<file path="src/hw/rtl/rmt_pkg.sv">
// rmt_pkg: payload structs and fixed widths for the running median tracker
// no dependencies; imported by rmt_cell, running_median_tracker and the testbench
`default_nettype none

package rmt_pkg;

  localparam int DATA_W = 32;
  localparam int HELD_W = 7;

  typedef struct packed {
    logic signed [DATA_W-1:0] sample;
    logic                     last_item;
  } in_t;

  typedef struct packed {
    logic signed [DATA_W-1:0] median;
    logic [HELD_W-1:0]        held_count;
    logic                     dropped;
  } out_t;

  // insertion broadcast from the control to every cell
  typedef struct packed {
    logic                     en;
    logic signed [DATA_W-1:0] sample;
  } ins_t;

endpackage

`default_nettype wire

</file>
<file path="src/hw/rtl/rmt_cell.sv">
// rmt_cell: one slot of the sorted chain, compare-and-shift insertion and
// median tap; depends on rmt_pkg
`default_nettype none

module rmt_cell
  import rmt_pkg::*;
#(
  parameter int IDX   = 0,
  parameter int CNT_W = 7
) (
  input  wire                            clk,
  input  wire ins_t                      ins,
  input  wire logic [CNT_W-1:0]          fill,
  input  wire logic                      left_gt,
  input  wire logic signed [DATA_W-1:0]  left_val,
  input  wire logic [CNT_W-1:0]          lo_idx,
  input  wire logic [CNT_W-1:0]          hi_idx,
  output logic                           gt,
  output logic signed [DATA_W-1:0]       val,
  output logic [DATA_W-1:0]              lo_tap,
  output logic [DATA_W-1:0]              hi_tap
);

  localparam logic [CNT_W-1:0] MyIdx = CNT_W'(IDX);

  logic signed [DATA_W-1:0] val_r;
  logic signed [DATA_W-1:0] val_nxt;
  logic                     occ;
  logic                     wr;

  assign occ = MyIdx < fill;
  assign gt  = occ && (val_r > ins.sample);
  assign wr  = ins.en && (gt || (MyIdx == fill));
  assign val = val_r;

  always_comb begin
    val_nxt = val_r;
    if (wr) begin
      val_nxt = left_gt ? left_val : ins.sample;
    end
  end

  always_ff @(posedge clk) begin
    val_r <= val_nxt;
  end

  assign lo_tap = (MyIdx == lo_idx) ? val_r : '0;
  assign hi_tap = (MyIdx == hi_idx) ? val_r : '0;

endmodule

`default_nettype wire

</file>
<file path="config.mk">
export PLATFORM = sky130hd
export DESIGN_NAME = rmt_cell
export DESIGN_NICKNAME = d
export VERILOG_FILES = /design/src/hw/rtl/rmt_pkg.sv /design/src/hw/rtl/rmt_cell.sv
export SDC_FILE = /design/constraint.sdc
export NUM_CORES = 1
export LEC_CHECK = 0
export BUFFER_PORTS_ARGS = -buffer_cell sky130_fd_sc_hd__buf_2
export CORE_MARGIN = 3
export CORE_UTILIZATION = 46
export DETAILED_ROUTE_END_ITERATION = 8
export GPL_TIMING_DRIVEN = 0
export PLACE_DENSITY_LB_ADDON = 0.25
export SLEW_MARGIN = 20
export SYNTH_ARGS = -nofsm -noshare
export SYNTH_HDL_FRONTEND = slang
export SYNTH_SLANG_ARGS = --single-unit
</file>
<file path="constraint.sdc">
create_clock -name clk -period 6.35 [get_ports clk]
set_input_delay 0 -clock clk [delete_from_list [all_inputs] [get_ports clk]]
set_output_delay 0 -clock clk [all_outputs]
set_load 0.01 [all_outputs]
</file>
[Yosys cells after proc, flatten, opt, wreduce, memory -nomap -nowiden]
Cells that the tools add are included.
Word-level totals
  bits in latches: 0
  memories: 0
  register bits after elaboration: 32
  RAM bits: 0
  output and inout bits: 97
  bits in read-only memories: 0
  bits of input ports: 88
Cells by class
  add/subtract/negate cells: 0
  div/mod/pow operators: 0
  reduce and logical (&&, ||, !) cells: 6
  $lt $le $gt $ge: 2
  equality and inequality tests: 0
  bitwise gates (word level): 0
  shift operators: 0
  multiplexer cells: 3
  $mul: 0
Operators with widths (count)
  32-bit two-way mux: 3
  32-bit > comparator: 1
  7-bit logical NOT: 3
  1-bit by 7-bit less-than comparator with 1-bit output, first input constant: 1
  1-bit logical AND: 2
  1-bit logical OR: 1

[Logic depth before layout (Yosys ltp)]
  depth in word-level cells: 4
  gate-level depth with buffers: 8
  gate-level depth less buffers: 8

[Least setup slack after synthesis]
OpenSTA, ideal clock, no wires.
  kind: register to register
  start point: register val_r[10], in the netlist val[10]
  end point: register val_r[0], in the netlist val[0] (enable)
  required time: 5.910 ns
  library setup time: 0.440 ns
  slack: 2.529 ns
  arrival time: 3.381 ns
  stages on the path, launching flop included: 8
  cells stage by stage: edfxtp_1 -> ha_1 -> nand4_2 -> nor4_4 -> a21bo_1 -> o211ai_1 -> nand2_1 -> a41oi_1
Between the ends
  cells in the longest elaborated chain, start to end: 4
RTL lines
  from (decl): line rmt_cell.sv:26  | logic signed [DATA_W-1:0] val_r;
  from (signal assigned): line rmt_cell.sv:44  | val_r <= val_nxt;
  32-bit > comparator: line rmt_cell.sv:32  | assign gt = occ && (val_r > ins.sample);
  1-bit logical AND: line rmt_cell.sv:32
  1-bit logical OR: line rmt_cell.sv:33  | assign wr = ins.en && (gt || (MyIdx == fill));
  1-bit logical AND: line rmt_cell.sv:33
  named net wr: line rmt_cell.sv:29  | logic wr;
The timed path passes the listed nets, and every way through them passes these cells.
A chain may end at the register's enable or synchronous reset.

[Worst setup path after layout]
  start point: register val_r[31], in the netlist val[31]
  end point: register val_r[28], in the netlist val[28] (enable)
Same word-level chain as after synthesis.

==> flow_metrics.env <==
export IMPL_cp_required_ps=6340
export IMPL_yosysSeqAreaShare_pct=35.5
export IMPL_ys_warn_count=0
export IMPL_reg2reg_slack_ps=3430
export IMPL_status="complete, but fails checks"
export IMPL_setup_slack_ps=3430
export IMPL_hold_ws_ps=-1.26
export IMPL_drc=0
export IMPL_placed_cells=556
export IMPL_avgSynthCellArea_um2=9.06
export IMPL_synth_top_area_share_pct=35.5
export IMPL_rows=27
export IMPL_slew_headroom_pct=59.8
export IMPL_grt_setup_unrepaired="no"
export IMPL_final_antenna_net_count=0
export IMPL_clock_root_buffer="clkbuf_8"
export IMPL_fill_cells=469
export IMPL_hpwl_mm=6.95
export IMPL_grt_pass1_wl_mm=12.2
export IMPL_synth_edf_count=32
export IMPL_fin_util_pct=70.7
export IMPL_whs_endpoint="val[5]"
export IMPL_cp_slowest_cell="a41oi_4"
export IMPL_routed_wl_mm=8.71
export IMPL_holdCritStartpoint="left_val[5]"
export IMPL_pwr_share_clk_pct=23.2
export IMPL_crit_arrival_ps=2900
export IMPL_setup_viol=0
export IMPL_grt_ovfl_total=0
export IMPL_die_y_um=82.7
export IMPL_path_max_fanout=12
export IMPL_drt_first_pass_iters=4
export IMPL_wl_per_cell_um=15.1
export IMPL_post_cts_setup_buffers=0
export IMPL_synth_seq_cells=32
export IMPL_maxCapViolCount=0
export IMPL_core_um2=5610
export IMPL_finClkSkew_ps=4.64
export IMPL_total_power_mw=0.624
export IMPL_die_x_um=82.7
export IMPL_antenna_found_initial=0
export IMPL_final_area_um2=3970
export IMPL_ys_types=30
export IMPL_synth_nets=419
export IMPL_power_leakage_nw=2.16
export IMPL_viasPerCell=4.96
export IMPL_peakVddDrop_mv=0.103
export IMPL_ys_top_cells_by_count="and2_1, nand2_1, o21ai_0, inv_1"
export IMPL_cts_resized=0
export IMPL_io_pins=185
export IMPL_nets=624
export IMPL_period_share_pct=45.9
export IMPL_grt_pass1_vias=2566
export IMPL_fin_setup_tns_ps=0
export IMPL_max_freq_mhz=343
export IMPL_synth_cells=299
export IMPL_worst_setup_path_start_kind="register"
export IMPL_instances_no_fill=576
export IMPL_cts_buffers=5
export IMPL_gp_congestion=0.800
export IMPL_combinationalPowerShare_pct=30.9
export IMPL_critPathMaxStageDelay_ps=540
export IMPL_clkLatencyLatePin_ps=280
export IMPL_die_area_um2=6850
export IMPL_reg2reg_from="val[31]"
export IMPL_place_area_um2=3760
export IMPL_switchingPower_mw=0.200
export IMPL_clockBufferDepth=2
export IMPL_drtIter0Drc=108
export IMPL_critPathLaunch="val[31]"
export IMPL_track_usage_pct=23.9
export IMPL_htreeDepth=2
export IMPL_whs_path_depth=3
export IMPL_worstPathCellList="ha_1 -> nand4_4 -> nor2_1 -> a221oi_1 -> o211a_1 -> o311ai_0 -> a41oi_4 -> buf_6"
export IMPL_synth_most_common_cell="and2_1"
export IMPL_cpLargestDelayFamily="compound AO/OA/AOI/OAI gates"
export IMPL_vias=2859
export IMPL_start_util_pct=48.3
export IMPL_critPathKind="register to register"
export IMPL_clock_sinks=32
export IMPL_clk_pin_slew_worst_paths_ps=70
export IMPL_drv_slew=0
export IMPL_period_needed_ps=2920
export IMPL_largest_register_ffs=32
export IMPL_port_buffers=183
export IMPL_pre_cts_slack_ps=3400
export IMPL_p_int_mw=0.424
export IMPL_tritoncts="built"
export IMPL_num_antenna_cells=0
export IMPL_worstRegToRegCells=8
export IMPL_crit_buf_inv=1
export IMPL_synthTopCellsByArea="edfxtp_1, ha_1, and2_1, o21ai_0, nand2_1"
export IMPL_finalHoldViolCount=1
export IMPL_p_seq_share_pct=45.9
export IMPL_worst_setup_path_end_kind="register"
export IMPL_worstMarginPinSlew_ps=595
export IMPL_power_density_nw_per_um2=157
export IMPL_drive_above_1_share_pct=41.7
export IMPL_grt_max_degree=13
export IMPL_synth_top_flop_cell="edfxtp_1"
export IMPL_violations="hold timing"
export IMPL_yosysTopAreaCell="edfxtp_1"
export IMPL_syn_area_um2=2710
export IMPL_async_flop_share_pct=0
export IMPL_rr_endpoint="val[28]"
export IMPL_area_growth_pct=46.4
export IMPL_hp_class="input pin to register"
export IMPL_sw_frac_of_total_pct=32.1
-- cell families after synthesis --
kind of cell,Yosys count,synth area share (%)
AND/OR/NAND/NOR,129,29.1
AO/OA/AOI/OAI,58,12.0
flip-flops,32,35.5
multiplexers,1,0.416
buffers and inverters,47,8.18
adder cells (fa/ha/maj),32,14.8
-- timing repair --
item,4_1_cts,5_1_grt
hold buffers,13,0
setup endpoints to repair,0,0
hold endpoints to repair,13,0
-- layer usage --
metal / routed length, um / part of all wire [%] / GRT usage, % / up-vias
li1: - / - / - / 1438
met1: 3400 / 39 / 28.5 / 1305
met2: 4590 / 53 / 44.4 / 109
met3: 649 / 7.5 / 4.01 / 7
met4: 68 / 0.78 / 6.05 / 0
met5: 0 / 0 / 0 / -
-- area by class of cell --
cell class              instances  area [um^2]  share of cell area [%]
repair buffers                198         1070                    27.0
clock buffers                   5         68.8                    1.74
well taps                      72         90.1                    2.27
flip-flops and latches         32          961                    24.2
inverters                      34          128                    3.22
plain buffers                  13         93.8                    2.37
multi-input cells             220         1550                    39.0
clock inverters                 2         7.51                   0.189
-- worst register-to-register path: cells and delay by family (launching register included) --
kind / cells / cell delay [ps]
adder cells (fa/ha/maj): 1 / 430
flip-flops: 1 / 440
buffers and inverters: 1 / 240
AND/OR/NAND/NOR: 2 / 240
AO/OA/AOI/OAI: 4 / 1280
-- worst max path at each step --
stage,to,cells after the start,slack (ps)
floorplan,val[0],7,2530
global placement,val[15],7,1580
detailed placement,val[18],8,3400
CTS,val[28],8,3420
global route,val[31],8,3290
finish,val[28],8,3430
-- layout by cell type, fill, tap and decap left out --
cell	count
clkbuf_8	5
nand4_2	1
clkinv_1	2
o211a_1	1
nor3_1	2
o21ai_0	35
mux2_2	1
a21oi_1	12
and4_1	1
buf_8	1
nand4_4	1
buf_6	7
nand3_1	3
a31oi_1	2
a211oi_1	1
buf_2	183
a41oi_4	1
clkbuf_1	7
or4_4	2
inv_1	34
and2_1	60
edfxtp_1	32
o211ai_1	2
ha_1	32
o311ai_0	1
nand4_1	5
and2_2	4
a21bo_1	1
nor2_1	2
dlygate4sd3_1	13
nor4_4	4
nand2_1	42
nor2b_1	1
a221oi_1	2
nor4_1	1
-- power groups by stage --
stage          Clock [mW]  Sequential (mW)  Combinational, mW
2_1_floorplan           0            0.298             0.0894
3_3_place_gp            0            0.293              0.172
3_5_place_dp            0            0.291              0.186
4_1_cts             0.147            0.286              0.194
5_1_grt             0.154            0.290              0.216
6_report            0.145            0.287              0.193
Power figures use the tool's default switching activity.
